**src/design/cei_pkg.sv**
```systemverilog
`default_nettype none
// ----------------------------------------------------------------------------
// CAN edge-interval run decoder package
// Shared configuration and result types, register indexes and reset values.
// ----------------------------------------------------------------------------
package cei_pkg;

	// Register file layout.
	localparam int CFG_INDEX_W = 2;
	localparam int CFG_DATA_W  = 20;

	localparam logic [CFG_INDEX_W-1:0] REG_BIT_TIME    = 2'd0;
	localparam logic [CFG_INDEX_W-1:0] REG_NOISE_LIMIT = 2'd1;
	localparam logic [CFG_INDEX_W-1:0] REG_EOF_TIME    = 2'd2;

	localparam logic [15:0] BIT_TIME_RST    = 16'd4;
	localparam logic [15:0] NOISE_LIMIT_RST = 16'd2;
	localparam logic [19:0] EOF_TIME_RST    = 20'd42;

	// Input field width and run limits.
	localparam int EDGE_W     = 20;
	localparam int RUN_LEN_W  = 3;
	localparam int RUN_MAX    = 5;

	// Depth of the queues between the parts of the block.
	localparam int QUEUE_DEPTH = 2;

	typedef struct packed {
		logic [15:0] bit_time;
		logic [15:0] noise_limit;
		logic [19:0] eof_time;
	} cfg_t;

	typedef struct packed {
		logic                 frame_start;
		logic                 run_level;
		logic [RUN_LEN_W-1:0] run_length;
	} result_t;

endpackage
`default_nettype wire

```
**src/design/cei_queue.sv**
```systemverilog
`default_nettype none
// ----------------------------------------------------------------------------
// CAN edge-interval run decoder queue
// Small first-in first-out buffer in flip-flops with full and empty flags.
// ----------------------------------------------------------------------------
module cei_queue #(
	parameter int WIDTH = 8,
	parameter int DEPTH = 2
) (
	input  wire logic             clk,
	input  wire logic             arst_n,
	input  wire logic             push,
	input  wire logic [WIDTH-1:0] wr_data,
	output logic                  full,
	input  wire logic             pop,
	output logic [WIDTH-1:0]      rd_data,
	output logic                  empty
);

	localparam int PTR_W = (DEPTH > 1) ? $clog2(DEPTH) : 1;
	localparam int CNT_W = $clog2(DEPTH + 1);

	logic [WIDTH-1:0] entry_q [DEPTH];
	logic [PTR_W-1:0] wr_ptr_q;
	logic [PTR_W-1:0] rd_ptr_q;
	logic [CNT_W-1:0] count_q;
	logic             do_push;
	logic             do_pop;

	assign full    = (count_q == CNT_W'(DEPTH));
	assign empty   = (count_q == '0);
	assign do_push = push && !full;
	assign do_pop  = pop && !empty;
	assign rd_data = entry_q[rd_ptr_q];

	always_ff @(posedge clk or negedge arst_n) begin
		if (!arst_n) begin
			wr_ptr_q <= '0;
			rd_ptr_q <= '0;
			count_q  <= '0;
		end else begin
			if (do_push) begin
				wr_ptr_q <= (wr_ptr_q == PTR_W'(DEPTH - 1)) ? '0 : wr_ptr_q + 1'b1;
			end
			if (do_pop) begin
				rd_ptr_q <= (rd_ptr_q == PTR_W'(DEPTH - 1)) ? '0 : rd_ptr_q + 1'b1;
			end
			if (do_push && !do_pop) begin
				count_q <= count_q + 1'b1;
			end else if (do_pop && !do_push) begin
				count_q <= count_q - 1'b1;
			end
		end
	end

	always_ff @(posedge clk) begin
		if (do_push) begin
			entry_q[wr_ptr_q] <= wr_data;
		end
	end

endmodule
`default_nettype wire

```
**src/design/cei_front.sv**
```systemverilog
`default_nettype none
// ----------------------------------------------------------------------------
// CAN edge-interval run decoder front end
// Saturates the edge interval, drops glitches and flags long idle intervals.
// ----------------------------------------------------------------------------
module cei_front #(
	parameter int TIME_WIDTH = 20
) (
	input  wire cei_pkg::cfg_t              cfg,
	input  wire logic                       push,
	input  wire logic [cei_pkg::EDGE_W-1:0] edge_interval,
	input  wire logic                       mid_full,
	output logic                            mid_push,
	output logic [TIME_WIDTH:0]             mid_data
);

	localparam int CMP_W = (TIME_WIDTH > cei_pkg::EDGE_W) ? TIME_WIDTH : cei_pkg::EDGE_W;

	logic [TIME_WIDTH-1:0] t_sat;
	logic                  glitch;
	logic                  long_idle;

	generate
		if (TIME_WIDTH >= cei_pkg::EDGE_W) begin : g_wide
			assign t_sat = TIME_WIDTH'(edge_interval);
		end else begin : g_narrow
			assign t_sat = (|edge_interval[cei_pkg::EDGE_W-1:TIME_WIDTH]) ? '1 :
			               edge_interval[TIME_WIDTH-1:0];
		end
	endgenerate

	assign glitch    = CMP_W'(t_sat) <  CMP_W'(cfg.noise_limit);
	assign long_idle = CMP_W'(t_sat) >= CMP_W'(cfg.eof_time);

	// Glitches never reach the back end; they change no state.
	assign mid_push = push && !mid_full && !glitch;
	assign mid_data = {long_idle, t_sat};

endmodule
`default_nettype wire

```
**src/design/cei_back.sv**
```systemverilog
`default_nettype none
// ----------------------------------------------------------------------------
// CAN edge-interval run decoder back end
// Holds the line state and turns intervals into frame starts, and into runs with a serial divider.
// ----------------------------------------------------------------------------
module cei_back #(
	parameter int TIME_WIDTH = 20
) (
	input  wire logic              clk,
	input  wire logic              arst_n,
	input  wire cei_pkg::cfg_t     cfg,
	input  wire logic              mid_empty,
	input  wire logic [TIME_WIDTH:0] mid_data,
	output logic                   mid_pop,
	input  wire logic              out_full,
	output logic                   out_push,
	output cei_pkg::result_t       out_data
);

	localparam int CNT_W = $clog2(TIME_WIDTH);
	localparam int RAW_W = TIME_WIDTH + 1;

	typedef enum logic [3:0] {
		ST_IDLE = 4'b0001,
		ST_DIV  = 4'b0010,
		ST_FIN  = 4'b0100,
		ST_OUT  = 4'b1000
	} bk_state_t;

	bk_state_t             state_q;
	logic                  line_level_q;
	logic                  prev_five_q;
	logic                  overload_q;
	logic [CNT_W-1:0]      cnt_q;
	logic [TIME_WIDTH-1:0] quo_q;
	logic [15:0]           rem_q;
	cei_pkg::result_t      res_q;

	logic                  in_long;
	logic [TIME_WIDTH-1:0] in_time;
	logic [15:0]           bt;
	logic [16:0]           trial;
	logic                  trial_ge;
	logic [15:0]           rem_next;
	logic                  round_up;
	logic [RAW_W-1:0]      raw;
	logic [RAW_W-1:0]      run;
	logic                  run_over;
	logic                  run_emit;

	assign in_long = mid_data[TIME_WIDTH];
	assign in_time = mid_data[TIME_WIDTH-1:0];
	assign bt      = (cfg.bit_time == '0) ? 16'd1 : cfg.bit_time;

	// One restoring divide step per cycle.
	assign trial    = {rem_q, quo_q[TIME_WIDTH-1]};
	assign trial_ge = trial >= {1'b0, bt};
	assign rem_next = trial_ge ? 16'(trial - {1'b0, bt}) : trial[15:0];

	// Round to nearest, then strip the stuff bit. A raw count of zero with a
	// pending stuff bit wraps to all ones and so lands in the overload case.
	assign round_up = rem_q >= (bt >> 1);
	assign raw      = {1'b0, quo_q} + RAW_W'(round_up);
	assign run      = prev_five_q ? raw - 1'b1 : raw;
	assign run_over = run > RAW_W'(cei_pkg::RUN_MAX);
	assign run_emit = !run_over && (run != '0);

	assign mid_pop  = (state_q == ST_IDLE) && !mid_empty;
	assign out_push = (state_q == ST_OUT) && !out_full;
	assign out_data = res_q;

	always_ff @(posedge clk or negedge arst_n) begin
		if (!arst_n) begin
			state_q      <= ST_IDLE;
			line_level_q <= 1'b1;
			prev_five_q  <= 1'b0;
			overload_q   <= 1'b0;
			cnt_q        <= '0;
		end else begin
			unique case (state_q)
				ST_IDLE: begin
					if (!mid_empty) begin
						if (in_long && line_level_q) begin
							line_level_q <= 1'b0;
							overload_q   <= 1'b0;
							state_q      <= ST_OUT;
						end else if (!overload_q) begin
							cnt_q   <= CNT_W'(TIME_WIDTH - 1);
							state_q <= ST_DIV;
						end
					end
				end
				ST_DIV: begin
					cnt_q <= cnt_q - 1'b1;
					if (cnt_q == '0) begin
						state_q <= ST_FIN;
					end
				end
				ST_FIN: begin
					line_level_q <= !line_level_q;
					prev_five_q  <= (raw == RAW_W'(cei_pkg::RUN_MAX));
					if (run_over) begin
						overload_q <= 1'b1;
					end
					state_q <= run_emit ? ST_OUT : ST_IDLE;
				end
				ST_OUT: begin
					if (!out_full) begin
						state_q <= ST_IDLE;
					end
				end
				default: begin
					state_q <= ST_IDLE;
				end
			endcase
		end
	end

	always_ff @(posedge clk) begin
		if (state_q == ST_IDLE) begin
			quo_q <= in_time;
			rem_q <= '0;
			res_q <= '{frame_start: 1'b1, run_level: 1'b0, run_length: '0};
		end else if (state_q == ST_DIV) begin
			quo_q <= {quo_q[TIME_WIDTH-2:0], trial_ge};
			rem_q <= rem_next;
		end else if (state_q == ST_FIN) begin
			res_q <= '{frame_start: 1'b0, run_level: line_level_q,
			           run_length: run[cei_pkg::RUN_LEN_W-1:0]};
		end
	end

endmodule
`default_nettype wire

```
**src/design/can_edge_interval_run_decoder.sv**
```systemverilog
`default_nettype none
// ----------------------------------------------------------------------------
// CAN edge-interval run decoder
// Turns times between CAN line edges into frame starts and destuffed bit runs.
// ----------------------------------------------------------------------------
//
//  Channel   Handshake          Payload
//  -------   ----------------   ---------------------------------------
//  input     push / full        edge_interval
//  result    empty / pop        frame_start, run_level, run_length
//  config    cfg_we             cfg_index, cfg_data
//
// A run edge that yields a run passes the back end in order: the request
// is taken, the restoring divider finds one quotient bit per cycle, the
// result is rounded and classified, and it is handed to the output queue.
// A run edge that yields no result leaves after the rounding step. A frame
// start is taken and then handed over without a divide, and an edge
// dropped while in overload is only taken. Glitches are removed at the
// front end and cost the back end nothing. A full output queue holds the
// back end in its hand-off step.
// Reset brings the line to recessive with no stuff bit pending and no error.
// Two-entry queues sit before and after the back end, so input requests
// keep flowing while a result waits to be popped.
//
module can_edge_interval_run_decoder #(
	parameter int TIME_WIDTH = 20
) (
	input  wire logic                            clk,
	input  wire logic                            arst_n,
	// Input request queue.
	input  wire logic                            push,
	output logic                                 full,
	input  wire logic [cei_pkg::EDGE_W-1:0]      edge_interval,
	// Result queue.
	output logic                                 empty,
	input  wire logic                            pop,
	output logic                                 frame_start,
	output logic                                 run_level,
	output logic [cei_pkg::RUN_LEN_W-1:0]        run_length,
	// Configuration writes.
	input  wire logic                            cfg_we,
	input  wire logic [cei_pkg::CFG_INDEX_W-1:0] cfg_index,
	input  wire logic [cei_pkg::CFG_DATA_W-1:0]  cfg_data
);

	localparam int MID_W = TIME_WIDTH + 1;
	localparam int RES_W = $bits(cei_pkg::result_t);

	cei_pkg::cfg_t    cfg_q;
	logic             mid_push;
	logic [MID_W-1:0] mid_wr_data;
	logic             mid_full;
	logic             mid_pop;
	logic [MID_W-1:0] mid_rd_data;
	logic             mid_empty;
	logic             out_push;
	cei_pkg::result_t out_wr_data;
	logic             out_full;
	logic [RES_W-1:0] out_rd_data;
	cei_pkg::result_t out_res;

	// Configuration registers. Writes to an unused index are ignored, and
	// each register keeps only as many bits as it is wide.
	always_ff @(posedge clk or negedge arst_n) begin
		if (!arst_n) begin
			cfg_q.bit_time    <= cei_pkg::BIT_TIME_RST;
			cfg_q.noise_limit <= cei_pkg::NOISE_LIMIT_RST;
			cfg_q.eof_time    <= cei_pkg::EOF_TIME_RST;
		end else if (cfg_we) begin
			unique case (cfg_index)
				cei_pkg::REG_BIT_TIME:    cfg_q.bit_time    <= cfg_data[15:0];
				cei_pkg::REG_NOISE_LIMIT: cfg_q.noise_limit <= cfg_data[15:0];
				cei_pkg::REG_EOF_TIME:    cfg_q.eof_time    <= cfg_data;
				default: begin
				end
			endcase
		end
	end

	// The front end accepts whenever the middle queue has room, so the
	// input queue appears full exactly when the middle queue is.
	assign full = mid_full;

	cei_front #(
		.TIME_WIDTH (TIME_WIDTH)
	) u_front (
		.cfg           (cfg_q),
		.push          (push),
		.edge_interval (edge_interval),
		.mid_full      (mid_full),
		.mid_push      (mid_push),
		.mid_data      (mid_wr_data)
	);

	cei_queue #(
		.WIDTH (MID_W),
		.DEPTH (cei_pkg::QUEUE_DEPTH)
	) u_mid_queue (
		.clk     (clk),
		.arst_n  (arst_n),
		.push    (mid_push),
		.wr_data (mid_wr_data),
		.full    (mid_full),
		.pop     (mid_pop),
		.rd_data (mid_rd_data),
		.empty   (mid_empty)
	);

	cei_back #(
		.TIME_WIDTH (TIME_WIDTH)
	) u_back (
		.clk       (clk),
		.arst_n    (arst_n),
		.cfg       (cfg_q),
		.mid_empty (mid_empty),
		.mid_data  (mid_rd_data),
		.mid_pop   (mid_pop),
		.out_full  (out_full),
		.out_push  (out_push),
		.out_data  (out_wr_data)
	);

	cei_queue #(
		.WIDTH (RES_W),
		.DEPTH (cei_pkg::QUEUE_DEPTH)
	) u_out_queue (
		.clk     (clk),
		.arst_n  (arst_n),
		.push    (out_push),
		.wr_data (out_wr_data),
		.full    (out_full),
		.pop     (pop),
		.rd_data (out_rd_data),
		.empty   (empty)
	);

	assign out_res     = cei_pkg::result_t'(out_rd_data);
	assign frame_start = out_res.frame_start;
	assign run_level   = out_res.run_level;
	assign run_length  = out_res.run_length;

endmodule
`default_nettype wire

```
**config.mk**
```make
export PLATFORM = sky130hd
export DESIGN_NAME = can_edge_interval_run_decoder
export DESIGN_NICKNAME = d
export VERILOG_FILES = /design/src/design/cei_pkg.sv /design/src/design/cei_queue.sv /design/src/design/cei_front.sv /design/src/design/cei_back.sv /design/src/design/can_edge_interval_run_decoder.sv
export SDC_FILE = /design/constraint.sdc
export NUM_CORES = 1
export LEC_CHECK = 0
export BUFFER_PORTS_ARGS = -buffer_cell sky130_fd_sc_hd__buf_2
export CAP_MARGIN = 20
export CORE_ASPECT_RATIO = 0.6
export CORE_MARGIN = 10
export CORE_UTILIZATION = 30
export CTS_BUF_LIST = sky130_fd_sc_hd__clkbuf_2 sky130_fd_sc_hd__clkbuf_4 sky130_fd_sc_hd__clkbuf_8
export DETAILED_ROUTE_END_ITERATION = 8
export SETUP_SLACK_MARGIN = 0.02
export SYNTH_ARGS = -nofsm -noshare
export SYNTH_HDL_FRONTEND = slang
export SYNTH_SLANG_ARGS = --single-unit
```
**constraint.sdc**
```tcl
create_clock -name clk -period 14.1 [get_ports clk]
set_input_delay 1.41 -clock clk [delete_from_list [all_inputs] [get_ports clk]]
set_output_delay 1.41 -clock clk [all_outputs]
set_load 0.1 [all_outputs]
```
==> metrics.csv, run 1 <==
metric;value;unit
worstHoldStart;u_back.out_data[0]$_SDFFE_PP0P_;
synth_area;9330;sq um
setup_viol;0;
worst_setup_hold_path_clk_slew;100;ps
cts_buffers;17;
io_pins;54;
numPortBuffers;53;
synth_warnings;0;
insertedDiodeCount;0;
synth_area_leader_cell;edfxtp_1;
rows;49;
fillCellCount;3068;
synth_nets;1013;
dp_hpwl;17100;um
slew_violations;0;
required;14510;ps
core;30300;sq um
drt_pass1_iterations;5;
pwr-share-clk;0.172;
gp_congestion;0.879;
num_vias;6851;
power_density;195;nW/um^2
drv_cap;0;
r2r_start;cfg_q[46]$_DFFE_PN0P_;
slew_headroom;0.303;
grt_max_degree;69;
synth-seq-cells;165;
p_leak;0.00433;uW
cts_root_buf;clkbuf_8;
outcome;complete, no violations;
htreeDepth;4;
die_h;157;um
start_util;0.308;
drt_iter0_markers;560;
via_per_inst;4.99;
startpoint_type;flop;
p_total;2050;uW
avgRoutedWirePerCell;16.4;um
path_class;reg -> reg;
switching_power;898;uW
die_area;38800;sq um
pwr-share-comb;0.434;
fin_tns_setup;0;ps
area_growth;12.3;%
seqPwrFrac;0.394;
syn_area_per_cell;10.3;sq um
synth_top_area_share;0.232;
finalHoldViolCount;0;
r2r_slack;9010;ps
postCtsSetupBuffers;0;
worstSkewPairLatency;480;ps
cts.hold.buffers_added;0;
worstSetupStartpoint;cfg_q[46]$_DFFE_PN0P_;
grtUsageTotal;0.120;
final_cell_mix;inv_1, edfxtp_1, nor2_1;
fin_crit_sh;0.361;
grt_pass1_wl;36200;um
crit_path_max_fanout;8;
worstMarginPinSlew;1040;ps
synth_edf_count;72;
synthFlopType;edfxtp_1;
grt_overflow;0;
internal_power;1150;uW
nNetsFinal;1060;
slowest_delay;560;ps
rsz0062_at_grt;no;
critPathSlowestCell;or4_1;
worstPathArrival;5500;ps
hold_class;reg -> reg;
grt_pass1_vias;6497;
fin_skew;19.9;ps
path_cells;inv_1 > ha_1 > a21o_1 > a21o_1 > a21o_1 > a21oi_1 > o21ai_0 > a21o_1 > ha_1 > ha_1 > inv_1 > ha_1 > and2_0 > and2_1 > o2111ai_2 > mux2i_1 > nor4_1 > o2111ai_1 > or4_1 > a31o_1;
antenna_found_initial;0;
ys_async_sr_fraction;0.436;
ys_top_cells_by_area;edfxtp_1, dfrtp_1, ha_1;
drc;0;
ys_types;74;
drtAntennaViolNets;0;
timing.fmax;196;MHz
switching_share;0.439;
drt_wl_total;22600;um
timing.final.crit_period;5090;ps
cts.path.max_buffers;2;
die_x;248;um
endpoint_kind;flop;
cts_tree;built;
ir_worst_vdd;0.0938;mV
synth_cells;905;
ctsResizeCount;0;
clkSinkCount;165;
drive_gt1_frac;0.176;
yosysSeqAreaShare;0.471;
==> cells by family (layout without fill, tap and decap cells) <==
group / after synthesis / in the layout / share of synthesized area
flip-flops: 165 / 165 / 0.471
AND/OR/NAND/NOR: 263 / 263 / 0.148
buffers and inverters: 107 / 167 / 0.0461
AO/OA/AOI/OAI: 198 / 198 / 0.132
XOR/XNOR: 38 / 38 / 0.0357
adder cells (fa/ha/maj): 61 / 61 / 0.0826
multiplexers: 73 / 73 / 0.0842
==> cell usage after synthesis, types with 5 or more instances <==
cell,number
a21o_1,18
mux2_2,44
buf_4,5
nor4b_1,6
a21oi_1,59
nand4_1,7
and2_1,7
nor3_1,14
nor2_1,70
dfxtp_1,21
nand2b_1,12
edfxtp_1,72
xor2_1,11
clkbuf_1,26
nor3b_1,7
mux2i_1,29
nand3b_1,5
a31oi_1,8
o31ai_1,5
ha_1,60
nand4b_1,5
nand3_1,22
or2_2,6
a211oi_1,5
nor4_1,11
nor2b_1,9
xnor2_1,27
a21boi_0,6
nand2_1,60
dfstp_2,7
inv_1,72
o21ai_0,59
dfrtp_1,65
==> worst paths after layout <==
kind / end / depth (start not counted)
setup / recovery: u_back.state_q[0]$_DFFE_PN1P_ / 20
hold / removal: u_out_queue.entry_q[0][0]$_DFFE_PP_ / 0
setup reg to reg: u_back.state_q[0]$_DFFE_PN1P_ / 20
hold reg to reg: u_out_queue.entry_q[0][0]$_DFFE_PP_ / 0
max in group asynchronous: cfg_q[28]$_DFFE_PN0P_ / 2
min in group asynchronous: u_out_queue.rd_ptr_q$_DFFE_PN0P_ / 1
==> power groups by stage <==
stage	Sequential (uW)	Combinational (uW)	Clock [uW]
final	807	888	352
after global routing	827	995	384
after CTS	806	884	362
after detailed placement	817	879	0
after global placement	810	870	0
after floorplan	749	713	0
==> stage by stage <==
step | area (sq um) | instances | worst slack (ps) | hold slack, ps | util
after global placement | 10000 | 1339 | 9200 | 452 | 0.331
after CTS | 10400 | 1371 | 9040 | 481 | 0.345
after detailed placement | 10000 | 1339 | 9090 | 457 | 0.331
after global routing | 10500 | 1373 | 8650 | 486 | 0.346
after floorplan | 9330 | 905 | 9540 | 425 | -
final | 10500 | 1373 | 9010 | 475 | 0.346
==> per-layer routing <==
metal | vias to the layer above | track usage | routed length (um)
li1 | 3370 | - | -
met1 | 3294 | 0.190 | 12500
met2 | 172 | 0.151 | 8440
met3 | 15 | 0.0304 | 1460
met4 | 0 | 0.0330 | 204
met5 | - | 0 | 0
==> worst max-delay path, delay by kind of cell (launching register included) <==
| family | cells | cell delay, ps |
|---|---|---|
| compound gates | 9 | 1670 |
| fa+ha+maj | 4 | 1200 |
| buf+inv | 2 | 180 |
| flops | 1 | 360 |
| mux | 1 | 190 |
| simple gates | 4 | 1410 |
==> flip-flops by register name (all words and copies together), names as in the netlist <==
name,cells
u_back.line_level_q,1
cfg_q,52
u_out_queue.count_q,2
u_out_queue.entry_q,10
u_back.prev_five_q,1
u_back.overload_q,1
u_mid_queue.count_q,2
u_mid_queue.wr_ptr_q,1
u_back.state_q,4
u_back.rem_q,16
u_mid_queue.rd_ptr_q,1
u_mid_queue.entry_q,42
u_back.out_data,5
u_out_queue.wr_ptr_q,1
u_back.quo_q,20
u_out_queue.rd_ptr_q,1
u_back.cnt_q,5
==> final cells by class <==
cell class                 count  area [sq um]  area share
timing repair buffer          63           358      0.0342
tap                          408           510      0.0487
multi-input combinational    633          4530       0.432
clock inverter                15           180      0.0172
clock buffer                  17           234      0.0223
inverter                      72           270      0.0258
sequential                   165          4390       0.419
Note: power is estimated with default switching activity, not from simulation.
==> inputs of run 2 (changes only) <==
--- a/config.mk
+++ b/config.mk
@@ -5,6 +5,7 @@
 export SDC_FILE = /design/constraint.sdc
 export NUM_CORES = 1
 export LEC_CHECK = 0
+export ABC_AREA = 1
 export BUFFER_PORTS_ARGS = -buffer_cell sky130_fd_sc_hd__buf_2
 export CAP_MARGIN = 20
 export CORE_ASPECT_RATIO = 0.6
==> constraint.sdc (replaced) <==
create_clock -name clk -period 4.2 [get_ports clk]
set_input_delay 0.42 -clock clk [delete_from_list [all_inputs] [get_ports clk]]
set_output_delay 0.42 -clock clk [all_outputs]
set_load 0.1 [all_outputs]
==> metrics.csv, run 2 <==
metric;value;unit;change
rsz0062_at_grt;no;;unchanged
top_regs;cfg_q x52, u_mid_queue.entry_q x42, u_back.quo_q x20;;unchanged
syn_area_per_cell;8.10;sq um;was 10.3 sq um
startpoint_type;flop;;unchanged
pwr-share-comb;0.449;;was 0.434
cts.path.max_buffers;2;;unchanged
drt_wl_total;25400;um;was 22600 um
grt_pass1_wl;40700;um;was 36200 um
worstMarginPinSlew;1010;ps;was 1040 ps
endpoint_kind;flop;;unchanged
met2_usage;0.167;;was 0.151
die_h;159;um;was 157 um
largest_reg_flops;52;;unchanged
synth_common_cells;nand2_1, inv_1, nor2_1;;was edfxtp_1, inv_1, nor2_1
drc;0;;unchanged
start_util;0.306;;was 0.308
cts_buffers;17;;unchanged
crit_path_max_fanout;6;;was 8
fin_cells;1678;;was 1373
slew_headroom;0.325;;was 0.303
synth_warnings;0;;unchanged
seqPwrFrac;0.369;;was 0.394
p_leak;0.00505;uW;was 0.00433 uW
insertedDiodeCount;0;;unchanged
worstSkewPairLatency;490;ps;was 480 ps
switching_share;0.457;;was 0.439
via_per_inst;4.75;;was 4.99
path_class;reg -> reg;;unchanged
core;31300;sq um;was 30300 sq um
synth_nets;1292;;was 1013
grt.met3_usage;0.0328;;was 0.0304
pwr-share-clk;0.183;;was 0.172
placed_cells_incl_taps;1640;;was 1339
synth_area_leader_cell;edfxtp_1;;unchanged
rows;50;;was 49
placed_cell_area;10400;sq um;was 10000 sq um
drive_gt1_frac;0.137;;was 0.176
setup_viol;0;;unchanged
grt_pass1_vias;7323;;was 6497
drt_pass1_iterations;5;;unchanged
final_common_cell;nand2_1;;
slew_violations;0;;unchanged
ir_worst_vdd;0.288;mV;was 0.0938 mV
fin_tns_setup;0;ps;unchanged
drv_cap;0;;unchanged
avgRoutedWirePerCell;15.1;um;was 16.4 um
grt_util_met1;0.206;;was 0.190
synth_top_area_share;0.225;;was 0.232
timing.final.crit_period;3790;ps;was 5090 ps
dp_hpwl;19300;um;was 17100 um
htreeDepth;4;;unchanged
whs;58.4;ps;was 475 ps
drtAntennaViolNets;0;;unchanged
timing.fmax;264;MHz;was 196 MHz
num_vias;7975;;was 6851
ys_async_sr_fraction;0.436;;unchanged
antenna_found_initial;0;;unchanged
numPortBuffers;53;;unchanged
grtUsageTotal;0.131;;was 0.120
io_pins;54;;unchanged
worst_setup_hold_path_clk_slew;100;ps;about the same
cts.hold.buffers_added;0;;unchanged
clkSinkCount;165;;unchanged
final_cell_mix;nand2_1, inv_1, nor2_1;;was inv_1, edfxtp_1, nor2_1
grt_overflow;0;;unchanged
cts_root_buf;clkbuf_8;;unchanged
fin_crit_sh;0.902;;was 0.361
ys_top_cells_by_area;edfxtp_1, dfrtp_1, nand2_1;;was edfxtp_1, dfrtp_1, ha_1
grt-busiest-layer;met1;;unchanged
yosysSeqAreaShare;0.458;;was 0.471
switching_power;3220;uW;was 898 uW
ys_types;44;;was 74
hold_class;in -> async;;was reg -> reg
grt_max_degree;73;;was 69
synth_cells;1184;;was 905
synth_area;9590;sq um;was 9330 sq um
worstPathArrival;4190;ps;was 5500 ps
internal_power;3830;uW;was 1150 uW
yosysMostFrequentCell;nand2_1;;
area_growth;14.4;%;was 12.3%
die_x;251;um;was 248 um
fin_skew;17.9;ps;was 19.9 ps
nNetsFinal;1357;;was 1060
largest_register;cfg_q;;unchanged
power_density;643;nW/um^2;was 195 nW/um^2
synthFlopType;edfxtp_1;;unchanged
drt_iter0_markers;740;;was 560
required;4600;ps;was 14510 ps
synth-seq-cells;165;;unchanged
outcome;complete, no violations;;unchanged
die_area;39800;sq um;was 38800 sq um
p_total;7060;uW;was 2050 uW
fin_area;11000;sq um;was 10500 sq um
synth_edf_count;72;;unchanged
finalHoldViolCount;0;;unchanged
gp_congestion;0.910;;was 0.879
cts_tree;built;;unchanged
[run 2: final timing paths]
check	start	endpoint	slack, ps	depth (start not counted)
max in group asynchronous	arst_n	u_out_queue.rd_ptr_q$_DFFE_PN0P_	3480	1
min	arst_n	cfg_q[4]$_DFFE_PN0P_	60	1
min reg2reg	u_back.out_data[2]$_SDFFE_PP0P_	u_out_queue.entry_q[0][2]$_DFFE_PP_	480	0
max reg2reg	cfg_q[38]$_DFFE_PN1P_	u_back.state_q[0]$_DFFE_PN1P_	410	27
max	cfg_q[38]$_DFFE_PN1P_	u_back.state_q[0]$_DFFE_PN1P_	410	27
min in group clk	edge_interval[13]	u_mid_queue.entry_q[0][13]$_DFFE_PP_	170	1
[run 2: area by class of cell]
class,instances,area (sq um)
Fill cell,3259,20400
Clock inverter,13,188
Sequential cell,165,4390
Tap cell,416,520
Timing Repair Buffer,73,448
Multi-Input combinational cell,836,4590
Inverter,156,586
Clock buffer,19,246
[run 2: logic make-up after synthesis]
group / synth area share
AO/OA/AOI/OAI: 0.113
AND/OR/NAND/NOR: 0.254
XOR/XNOR: 0.0219
adder cells (fa/ha/maj): 0.0803
flip-flops: 0.458
buffers and inverters: 0.0733
[run 2: metrics by stage]
step                 util  setup WS, ps
floorplan               -           772
global placement    0.331           188
detailed placement  0.331           122
CTS                 0.345           116
global route        0.350          22.9
finish              0.350           411
[run 2: per-layer routing]
metal | vias up | part of all wire
li1 | 4047 | -
met1 | 3709 | 0.57
met2 | 202 | 0.37
met3 | 17 | 0.060
met4 | 0 | 0.0086
met5 | - | 0
[run 2: power by group through the flow]
stage	clock [uW]	sequential, uW	combinational [uW]
CTS	1320	2580	3090
finish	1290	2600	3160
global placement	0	2600	3050
global route	1400	2660	3590
detailed placement	0	2620	3080
floorplan	0	2520	2580
[run 2: what timing repair did]
action / in CTS / in global routing
buffers inserted: 0 / 4
setup endpoints to repair: 0 / 3
gates resized for setup: 0 / 19
[run 2: worst max-delay path: stages (launching register included)]
cell      delay (ps)
dfstp_2          550
inv_1            100
ha_4             320
inv_1             40
nor2_1            80
o21bai_1          70
a21oi_1          130
o21ai_0           90
nand3_1          140
ha_4             190
ha_4             160
nand2_2          130
nor2_8           190
nand3_1          110
nand2_2          130
inv_2             40
nor2_2           170
nand3_2          130
nor2_4           150
nand2_1           70
nand2_1           60
nand2_1           50
nor2_1           170
nand2_1          100
nor2_1            90
nand2_1           80
nand2_1           70
o21ai_0           90
